<file path="src/hw/rtl/nor_flash_array_controller_top_macros.svh">
// ---------------------------------------------------------------------------
// NOR flash array controller assertion macros
// Assertion wrappers for the controller RTL; empty in synthesis builds.
// ---------------------------------------------------------------------------
`ifndef NOR_FLASH_ARRAY_CONTROLLER_TOP_MACROS_SVH
`define NOR_FLASH_ARRAY_CONTROLLER_TOP_MACROS_SVH

`ifndef SYNTH
// condition holds at every clock edge out of reset
`define NFAC_ASSERT(lbl, cond, msg) \
   lbl: assert property (@(posedge clock) disable iff (reset) (cond)) else $error(msg);
// consequent holds in the cycle after the antecedent
`define NFAC_ASSERT_NEXT(lbl, ante, cons, msg) \
   lbl: assert property (@(posedge clock) disable iff (reset) (ante) |=> (cons)) \
      else $error(msg);
`else
`define NFAC_ASSERT(lbl, cond, msg)
`define NFAC_ASSERT_NEXT(lbl, ante, cons, msg)
`endif

`endif

</file>
<file path="src/hw/rtl/nfac_pkg.sv">
// ---------------------------------------------------------------------------
// NOR flash array controller package
// Shared constants, command codes and controller states.
// ---------------------------------------------------------------------------
package nfac_pkg;

   localparam int SECTOR_BYTES_DEF = 2048;
   localparam int FLASH_BYTES_DEF  = 262144;

   localparam logic [31:0] ERASED_WORD = 32'hFFFF_FFFF;

   typedef enum logic [2:0] {
      MODE_CHECK   = 3'd0,
      MODE_ERASE   = 3'd1,
      MODE_PROGRAM = 3'd2,
      MODE_FIND    = 3'd3,
      MODE_READ    = 3'd4
   } mode_type;

   typedef enum logic [2:0] {
      ST_CLEAR,
      ST_IDLE,
      ST_DIV,
      ST_SETUP,
      ST_SCAN,
      ST_ERASE,
      ST_WORD,
      ST_RESP
   } state_type;

endpackage

</file>
<file path="src/hw/rtl/nfac_sector_div.sv">
// ---------------------------------------------------------------------------
// NOR flash array controller sector offset
// Reduces a byte address to its offset inside the sector by reciprocal
// multiplication and one correcting subtract, each step registered.
// ---------------------------------------------------------------------------
module nfac_sector_div
   import nfac_pkg::*;
#(
   parameter int SECTOR_BYTES = SECTOR_BYTES_DEF
) (
   input  logic                            clock,
   input  logic                            reset,
   input  logic                            start,
   input  logic [31:0]                     dividend,
   output logic                            done,
   output logic [$clog2(SECTOR_BYTES)-1:0] rem
);

   localparam int RMW = $clog2(SECTOR_BYTES);
   localparam int EW  = RMW + 1;
   // the quotient of a 32-bit address fits in 33 - RMW bits
   localparam int QW  = 33 - RMW;
   localparam int PW  = 32 + QW;
   localparam longint unsigned RECIP = 64'h1_0000_0000 / SECTOR_BYTES;

   logic           stage1_ff, stage1_in;
   logic           stage2_ff, stage2_in;
   logic           stage3_ff, stage3_in;
   logic           done_ff, done_in;
   logic [31:0]    dvd_ff, dvd_in;
   logic [QW-1:0]  quot_ff, quot_in;
   logic [EW-1:0]  est_ff, est_in;
   logic [RMW-1:0] rem_ff, rem_in;
   logic [PW-1:0]  prod;
   logic [31:0]    back;

   // the quotient estimate is low by at most one, so one subtract corrects it
   assign prod = PW'(dvd_ff) * PW'(RECIP);
   assign back = 32'(quot_ff) * 32'(SECTOR_BYTES);

   always_comb begin
      stage1_in = start;
      stage2_in = stage1_ff;
      stage3_in = stage2_ff;
      done_in   = stage3_ff;
      dvd_in    = start ? dividend : dvd_ff;
      quot_in   = prod[PW-1:32];
      est_in    = EW'(dvd_ff - back);
      rem_in    = (est_ff >= EW'(SECTOR_BYTES)) ? RMW'(est_ff - EW'(SECTOR_BYTES))
                                               : est_ff[RMW-1:0];
   end

   always_ff @(posedge clock) begin
      if (reset) begin
         stage1_ff <= 1'b0;
         stage2_ff <= 1'b0;
         stage3_ff <= 1'b0;
         done_ff   <= 1'b0;
      end else begin
         stage1_ff <= stage1_in;
         stage2_ff <= stage2_in;
         stage3_ff <= stage3_in;
         done_ff   <= done_in;
      end
      dvd_ff  <= dvd_in;
      quot_ff <= quot_in;
      est_ff  <= est_in;
      rem_ff  <= rem_in;
   end

   assign done = done_ff;
   assign rem  = rem_ff;

endmodule

</file>
<file path="config.mk">
export PLATFORM = sky130hd
export DESIGN_NAME = nfac_sector_div
export DESIGN_NICKNAME = d
export VERILOG_FILES = /design/src/hw/rtl/nor_flash_array_controller_top_macros.svh /design/src/hw/rtl/nfac_pkg.sv /design/src/hw/rtl/nfac_sector_div.sv
export SDC_FILE = /design/constraint.sdc
export NUM_CORES = 1
export LEC_CHECK = 0
export BUFFER_PORTS_ARGS = -buffer_cell sky130_fd_sc_hd__buf_4
export CAP_MARGIN = 5
export CORE_UTILIZATION = 44
export CTS_BUF_LIST = sky130_fd_sc_hd__clkbuf_4 sky130_fd_sc_hd__clkbuf_8
export DETAILED_ROUTE_END_ITERATION = 7
export PLACE_DENSITY = 0.77
export SLEW_MARGIN = 5
export SYNTH_ARGS = -nofsm -noshare
export SYNTH_HDL_FRONTEND = slang
export SYNTH_SLANG_ARGS = --single-unit
</file>
<file path="constraint.sdc">
create_clock -name clock -period 0.8 [get_ports clock]
set_clock_uncertainty 0.05 [all_clocks]
set_input_delay 0 -clock clock [delete_from_list [all_inputs] [get_ports clock]]
set_output_delay 0 -clock clock [all_outputs]
set_load 0.005 [all_outputs]
</file>
## Word-level counts from Yosys, hierarchy flattened

Index checks and enable logic that the tools add are counted.

| operators by class | value |
|---|---|
| add/sub/neg operators | 2 |
| multiply operators | 0 |
| divide/modulo/power cells | 0 |
| order comparisons | 1 |
| eq/ne operators | 0 |
| shift-type cells | 0 |
| muxes and demuxes | 1 |
| bitwise logic cells | 0 |
| reductions and logical operators | 0 |

Operators with widths:

| operator | count |
|---|---|
| $ge 12x12->1 const B | 1 |
| $sub 12x12->12 | 1 |
| $mux 11 | 1 |
| $sub 11x1->11 const B | 1 |

| storage, ports and cells | value |
|---|---|
| bits in registers | 40 |
| bits in latches | 0 |
| RAM bits | 0 |
| bits in read-only memories | 0 |
| input bits | 35 |
| logic and storage cells | 12 |
| memories | 0 |

## Logic depth before layout (Yosys ltp)

Gate-level depths: netlist of the first run.

| logic depth | value |
|---|---|
| depth after elaboration | 2 |
| depth in mapped cells | 1 |
| mapped depth without buffers | 1 |

## Least setup slack after synthesis of the first run

Ideal clock, no wire load.

| timing path | value |
|---|---|
| path kind | reg2reg |
| start | register stage3_ff, in the netlist done_in |
| end | register done_ff, in the netlist done |
| setup time | 114 ps |
| arrival | 376 ps |
| setup slack | 260 ps |
| cell stages (with the launch flop) | 2 |
| period minus slack after synthesis | 540 ps |
| cell sequence | dfxtp_1 -> nor2b_1 |

RTL lines:

| what | line | RTL |
|---|---|---|
| start, declared | nfac_sector_div.sv:28 | `logic stage3_ff, stage3_in;` |
| start signal, assigned | nfac_sector_div.sv:62 | `stage3_ff <= stage3_in;` |
| end signal, assigned | nfac_sector_div.sv:63 | `done_ff <= done_in;` |
| end, declared | nfac_sector_div.sv:29 | `logic done_ff, done_in;` |

No word-level cell between the ends.

## Worst setup path after layout of the first run

| timing path | value |
|---|---|
| start | register rem_ff[8], in the netlist rem[8] |
| end | output rem[8] |

RTL lines:

| what | line | RTL |
|---|---|---|
| start, declared | nfac_sector_div.sv:33 | `logic [RMW-1:0] rem_ff, rem_in;` |
| start signal, assigned | nfac_sector_div.sv:68 | `rem_ff <= rem_in;` |
| end, declared | nfac_sector_div.sv:16 | `output logic [$clog2(SECTOR_BYTES)-1:0] rem` |

No word-level cell between the ends.

==> run summary, run 1 <==
Longest Clk Path Bufs: 2
Post-synth top area share: 0.5943
Worst Path Required: 0.75 ns
Gr ovfl total: 0
GRT Total Usage: 0.1468
Post-DP Area: 1095 um2
Max-slew violations: 0
Crit path capture type: output port
Wire length per cell: 10.71 um
Worst Hold Class: flop to flop
Setup ws final: -0.01051 ns
RSZ-0062 raised after global routing: true
Yosys reg bits: 37
Initial Utilization: 0.4861
Max Cap Viol: 0
DRC violations left: 0
Clock tree root driver cell: clkbuf_4
FF-to-FF setup slack: 0.23 ns
Routed WL: 1.199 mm
Worst-path maximum fanout: 1
Share of layout cells above drive strength 1: 0.4713
Port bufs: 25
Logic pwr share: 0.063
Routability cong.: 0.5168
Max incr delay on CP: 0.33 ns
CTS tree: done
Status: finished, violations left
Routed Antenna Nets: 0
Worst Path Buf+Inv: 1
Setup Viol. Count Final: 5
Syn Nets: 76
WP data arrival: 0.76 ns
Relative slew slack: 0.8952
Clk pwr share: 0.290
Diode count: 0
Initial antenna violation count: 0
Initial DRC count: 13
Crit start category: flop
Pre-antenna DRT Iters: 3
CP cell instances: buf_6
Failing checks: negative setup slack
Switching pwr: 0.0006266 W
Area contributors post-synth: dfxtp_1 (59%), edfxtp_1 (38%), nor2b_1 (2.9%)
Clk_lat worst skew: 0.32 ns
CTS buffer count: 5
Maximum vdd drop: 1.658 mV
Cell Pwr Density: 2463 nW/um2
Achievable Freq: 1.234 GHz
Largest net degree at the start of global routing: 13
Synth warn: 0
Slowest-stage cell, CP: dfxtp_2
Die height: 46.62 um
Reg clk slew, reported paths: 0.10 ns
Die W: 46.62 um
Internal power: 0.002649 W
# clock sinks: 37
Fin crit period: 0.8105 ns
Critical Path Stages: 1
Layout net count: 121
# fillers: 120
Synthesized cell area: 875.8 um2
Vias in the first global route: 411
Flop pwr share: 0.647
Die area: 2173 um2
Pleak: 0.5570 nW
DR vias: 459
Routed vias/inst: 4.098
Sequential share of the synthesized area: 0.9714
Final core utilization: 0.7382
Worst-Margin Slew: 0.1573 ns
H-tree depth: 2
Core area: 1802 um2
Final Cycle Share: 1.013
Crit path max-delay family: flip-flops
Synthesis-to-layout area growth: 51.86%
Fin. Hold Viols: 0
Num rows: 15
Reg2Reg Depth: 1
Fin area: 1330 um2
Post-Syn Instances: 41
Sw Ratio: 0.1913
Yosys top cell by area: dfxtp_1
Worst hold path depth: 0
Netlist cell types: 3
First-pass GRT wire length: 1.821 mm
Ports: 47
CP Class: flop to output port
Mean Syn Cell Area: 21.36 um2
Pre-CTS setup slack: 0.2492 ns
-- what timing repair did --
item                                    4_1_cts  5_1_grt
setup buffers                                 0        0
endpoints found under the setup margin       12       12
hold buffers                                 13        0
pin swaps                                     0        0
gates resized for setup                       4       14
hold endpoints to repair                     26        0
-- final timing paths --
kind,from,end
worst max register to register,stage1_ff,stage2_ff
worst max-delay path,rem[8],rem[8]
worst min-delay path,est_ff[2],rem[2]
worst min register to register,est_ff[2],rem[2]
-- layer usage --
| layer | GRT usage | up-vias | part of all wire |
|---|---|---|---|
| met1 | 0.1320 | 211 | 0.34 |
| met4 | 0.1200 | 0 | 0.031 |
| met3 | 0.1059 | 4 | 0.066 |
| met5 | 0 | - | 0 |
| li1 | - | 226 | - |
| met2 | 0.2194 | 18 | 0.56 |
-- flip-flops by register name, indices dropped and copies added (netlist names) --
register and cells:
done 1, done_in 1, dvd_ff 11, est_ff 11, rem 11, stage1_ff 1, stage2_ff 1
-- cells in the final DEF (no fill, tap or decap) --
| cell type | n |
|---|---|
| buf_4 | 16 |
| buf_6 | 9 |
| clkbuf_4 | 5 |
| clkbuf_8 | 1 |
| clkinv_1 | 1 |
| clkinv_2 | 1 |
| dfxtp_1 | 17 |
| dfxtp_2 | 9 |
| dlygate4sd3_1 | 13 |
| edfxtp_1 | 11 |
| nor2b_1 | 4 |
-- power by group through the flow --
stage / Sequential (W) / Combinational (W) / Clock (W)
after floorplan: 0.00215 / 0.00000461 / 0
after global placement: 0.00214 / 0.000134 / 0
after detailed placement: 0.00215 / 0.000138 / 0
after CTS: 0.00211 / 0.000194 / 0.00100
after global routing: 0.00213 / 0.000226 / 0.00107
final: 0.00212 / 0.000208 / 0.000949
-- area by class of cell --
| type | count | area, um2 | area share |
|---|---|---|---|
| Timing Repair Buffer | 38 | 351.6 | 0.2643 |
| Clock inverter | 2 | 8.758 | 0.006585 |
| Multi-Input combinational cell | 4 | 25.02 | 0.01881 |
| Sequential cell | 37 | 862.1 | 0.6482 |
| Clock buffer | 6 | 51.30 | 0.03857 |
| Tap cell | 25 | 31.28 | 0.02352 |
-- Yosys cell counts --
| cell type | instances |
|---|---|
| dfxtp_1 | 26 |
| nor2b_1 | 4 |
| edfxtp_1 | 11 |
-- per-stage QoR --
step           hold WS, ns  total power, W  setup TNS (ns)  instances
5_1_grt             0.2885        0.003430         -0.5938        112
4_1_cts             0.2883        0.003309         -0.3088        112
3_5_place_dp        0.1293        0.002288               0         91
6_report            0.2804        0.003276        -0.03571        112
3_3_place_gp        0.1284        0.002273               0         91
2_1_floorplan      0.02161        0.002150               0         41
-- cell families (layout without fill, tap and decap cells) --
group / after synthesis / count (layout) / synth area share
flops: 37 / 37 / 0.9714
buf+inv: 0 / 46 / 0
simple gates: 4 / 4 / 0.02857
(Power assumes the default switching activity.)
==> inputs of run 2 (changes only) <==
==> constraint.sdc (replaced) <==
create_clock -name clock -period 0.93 [get_ports clock]
set_clock_uncertainty 0.05 [all_clocks]
set_input_delay 0 -clock clock [delete_from_list [all_inputs] [get_ports clock]]
set_output_delay 0 -clock clock [all_outputs]
set_load 0.005 [all_outputs]
==> run 2 against run 1 <==
Compared with the run above:
- the flow now finishes without violations
- flip-flop and latch count is the same
- routed wire length about the same
- worst hold slack gained 0.0029 ns
- via count increased by 1.1%
- critical path type unchanged
- largest cell class unchanged
- highest routed layer unchanged
==> run summary, run 2 (same netlist as run 1, synthesis figures left out) <==
Wire length on met3: 84 um
Routed Antenna Nets: 0
Pre-CTS setup slack: 0.3792 ns
Largest net degree at the start of global routing: 13
H-tree depth: 2
Worst Hold Class: flop to flop
DRC violations left: 0
Metal1 wirelength: 391 um
Routed WL: 1.198 mm
Worst Path Required: 0.88 ns
Maximum vdd drop: 1.395 mV
Pre-antenna DRT Iters: 4
Setup Viol. Count Final: 0
Post-route setup TNS: 0 ns
Clk_lat worst skew: 0.33 ns
Total Power: 0.002790 W
Commonest non-fill, non-tap cells in the layout: dfxtp_1 (26), buf_4 (25), dlygate4sd3_1 (13), edfxtp_1 (11), clkbuf_4 (5)
Clock tree root driver cell: clkbuf_4
Hold_buf cts: 13
Highest routed layer: met4
Max-slew violations: 0
Gr ovfl total: 0
Achievable Freq: 1.225 GHz
WP data arrival: 0.77 ns
Die height: 46.62 um
Final Cycle Share: 0.8774
GRT Total Usage: 0.1485
Synthesis-to-layout area growth: 46.71%
Vias in the first global route: 414
Longest Clk Path Bufs: 2
Worst Path Buf+Inv: 1
Most common cell after layout, fill and taps aside: dfxtp_1
Die area: 2173 um2
# clock sinks: 37
Worst Setup SP: rem[8]
Final core utilization: 0.7132
Diode count: 0
Layout net count: 121
Num rows: 15
Initial Utilization: 0.4861
Worst hold start: est_ff[5]
CP Class: flop to output port
Met2 wire length: 680 um
Routability cong.: 0.5168
Max Cap Viol: 0
Setup ws final: 0.1140 ns
DR vias: 464
Worst-Margin Slew: 0.1550 ns
Relative slew slack: 0.8966
Ports: 47
Reg2reg start: stage1_ff
CTS tree: done
Status: complete, no violations
CP cell instances: buf_4
Fin. Hold Viols: 0
Slowest-stage cell, CP: dfxtp_1
PostCTS Resize Cnt: 0
Initial DRC count: 22
Crit path max-delay family: flip-flops
Reg clk slew, reported paths: 0.10 ns
Fin crit period: 0.8160 ns
Share of layout cells above drive strength 1: 0.3678
Pleak: 0.5457 nW
CTS buffer count: 5
Port bufs: 25
Routed vias/inst: 4.143
Die W: 46.62 um
Core area: 1802 um2
RSZ-0062 raised after global routing: false
Crit path capture type: output port
Cell Pwr Density: 2171 nW/um2
Crit start category: flop
Wire length per cell: 10.70 um
Worst-path maximum fanout: 1
Post-CTS setup buffer count: 0
First-pass GRT wire length: 1.842 mm
Max incr delay on CP: 0.31 ns
Initial antenna violation count: 0
[run 2: cell counts in the layout (fill, tap and decap cells not counted)]
Identical to the previous run, type by type.
[run 2: final cells by class]
type                    count  area (um2)
multi-input cells           4       25.02
clock buffers               6       51.30
repair buffers             38       317.8
fillers                   126       516.7
clock inverters             2       8.758
flip-flops and latches     37       850.8
well taps                  25       31.28
[run 2: path summary, 6_finish.rpt]
kind               end  slack (ns)  cells past startpoint
max             rem[8]        0.11                      1
min reg2reg     rem[5]        0.28                      0
min             rem[5]        0.28                      0
max reg2reg  stage2_ff        0.36                      1
[run 2: layer usage]
layer	vias to the layer above	track usage
li1	225	-
met1	216	0.1320
met2	19	0.2250
met3	4	0.1059
met4	0	0.1200
met5	-	0
[run 2: through the flow]
stage / cell area [um2] / hold WS [ns] / std cells
finish: 1285 / 0.2833 / 112
global route: 1285 / 0.2940 / 112
CTS: 1285 / 0.2883 / 112
detailed placement: 1095 / 0.1293 / 91
global placement: 1095 / 0.1284 / 91
floorplan: 875.8 / 0.02161 / 41
[run 2: report_power, final]
group,leakage (nW),total [W],switching (W),internal [W]
combinational,0.184,0.000161,0.0000449,0.000116
clock,0.0357,0.000819,0.000463,0.000355
sequential,0.326,0.00181,0.0000276,0.00178
==> inputs of run 3 (changes only) <==
==> constraint.sdc (replaced) <==
create_clock -name clock -period 0.93 [get_ports clock]
set_clock_uncertainty 0.05 [all_clocks]
set_input_delay 0.093 -clock clock [delete_from_list [all_inputs] [get_ports clock]]
set_output_delay 0.093 -clock clock [all_outputs]
set_load 0.005 [all_outputs]
==> run 3 against run 2 <==
Compared with the run above:
- die area stayed put
- fmax is 9.7% lower
- worst setup slack worse by 0.087 ns
- critical path type unchanged
- clock power hardly changed
- critical endpoint unchanged
- global-route usage is 0.16 points lower
- sequential share of layout area is 0.90 points lower
==> run summary, run 3 (same netlist as run 1, synthesis figures left out) <==
Status: complete, no violations
WP data arrival: 0.76 ns
Slowest-stage cell, CP: dfxtp_2
Vias in the first global route: 411
Initial DRC count: 13
Diode count: 0
Achievable Freq: 1.107 GHz
Die height: 46.62 um
DR vias: 455
Post-route setup TNS: 0 ns
Relative slew slack: 0.8954
Final core utilization: 0.7326
Setup ws final: 0.02649 ns
Cell Pwr Density: 2132 nW/um2
Worst hold start: start
Crit path max-delay family: flip-flops
Critical Path Stages: 1
DRC violations left: 0
GRT Total Usage: 0.1468
Routed Antenna Nets: 0
Worst-Margin Slew: 0.1569 ns
Max incr delay on CP: 0.33 ns
Crit start category: flop
Setup Viol. Count Final: 0
Crit path capture type: output port
Synthesis-to-layout area growth: 50.71%
Routed vias/inst: 4.099
Total Power: 0.002814 W
Worst hold path depth: 1
Maximum vdd drop: 1.426 mV
Gr ovfl total: 0
Max Cap Viol: 0
Max-slew violations: 0
Core area: 1802 um2
Commonest non-fill, non-tap cells in the layout: dfxtp_1 (17), buf_4 (16), dlygate4sd3_1 (12), edfxtp_1 (11)
Final cell count without fillers: 111
Share of layout cells above drive strength 1: 0.4767
Reg clk slew, reported paths: 0.10 ns
Wire length per cell: 10.74 um
Clk_lat worst skew: 0.32 ns
DP Cell Count: 91
Ports: 47
Die W: 46.62 um
CP cell instances: buf_6
RSZ-0062 raised after global routing: true
Die area: 2173 um2
Worst Setup SP: rem[8]
Worst Path Buf+Inv: 1
Port bufs: 25
Post-CTS setup buffer count: 0
Reg2Reg Depth: 1
Routed WL: 1.192 mm
Longest Clk Path Bufs: 2
Worst Hold Class: input port to flop
Pre-antenna DRT Iters: 3
Largest net degree at the start of global routing: 13
FF-to-FF setup slack: 0.36 ns
Most common cell after layout, fill and taps aside: dfxtp_1
CTS buffer count: 5
First-pass GRT wire length: 1.821 mm
Reg2reg start: stage1_ff
Initial Utilization: 0.4861
# clock sinks: 37
Layout net count: 120
CP Class: flop to output port
Worst-path maximum fanout: 1
H-tree depth: 2
Pre-CTS setup slack: 0.2900 ns
Routability cong.: 0.5168
CTS tree: done
Pleak: 0.5528 nW
Clock tree root driver cell: clkbuf_4
Initial antenna violation count: 0
Final Cycle Share: 0.9715
Fin crit period: 0.9035 ns
Num rows: 15
Fin. Hold Viols: 0
Worst Path Required: 0.79 ns
==> run 3: cell types whose count changed in the layout (fill, tap and decap cells not counted) <==
cell	previous run	this run
buf_4	25	16
buf_6	0	9
dfxtp_1	26	17
dfxtp_2	0	9
dlygate4sd3_1	13	12
==> run 3: per-stage QoR <==
step,cell area (um2),hold slack (ns)
after global routing,1320,0.02027
after CTS,1285,0.02666
after floorplan,875.8,0.1146
after detailed placement,1095,0.2223
final,1320,0.04014
after global placement,1095,0.2214
==> run 3: timing repair <==
action | 4_1_cts | 5_1_grt
resized for setup | 4 | 14
hold endpoints to repair | 15 | 0
hold buffers | 12 | 0
setup endpoints to repair | 2 | 12
pin swaps | 0 | 0
==> run 3: report_power, final <==
| part | leakage (nW) | total [W] | switching, W | internal (W) |
|---|---|---|---|---|
| clock network | 0.0357 | 0.000817 | 0.000461 | 0.000355 |
| registers | 0.326 | 0.00182 | 0.0000333 | 0.00179 |
| logic | 0.191 | 0.000176 | 0.0000439 | 0.000132 |
==> run 3: metal layers <==
layer | GRT usage | share of wire | wire [um] | vias up
met5 | 0 | 0 | 0 | -
met4 | 0.1200 | 0.031 | 37 | 0
met3 | 0.1059 | 0.069 | 82 | 4
met2 | 0.2194 | 0.56 | 666 | 18
met1 | 0.1320 | 0.34 | 406 | 209
li1 | - | - | - | 224
==> run 3: final timing paths <==
path | to
worst min-delay path | dvd_ff[9]
worst min register to register | rem[2]
worst max register to register | stage2_ff
worst max-delay path | rem[8]
==> run 3: area by class of cell <==
| type | count | area [um2] |
|---|---|---|
| fill | 121 | 481.7 |
| sequential | 37 | 862.1 |
| clock inverter | 2 | 8.758 |
| multi-input combinational | 4 | 25.02 |
| clock buffer | 6 | 51.30 |
| timing repair buffer | 37 | 341.6 |
| tap | 25 | 31.28 |
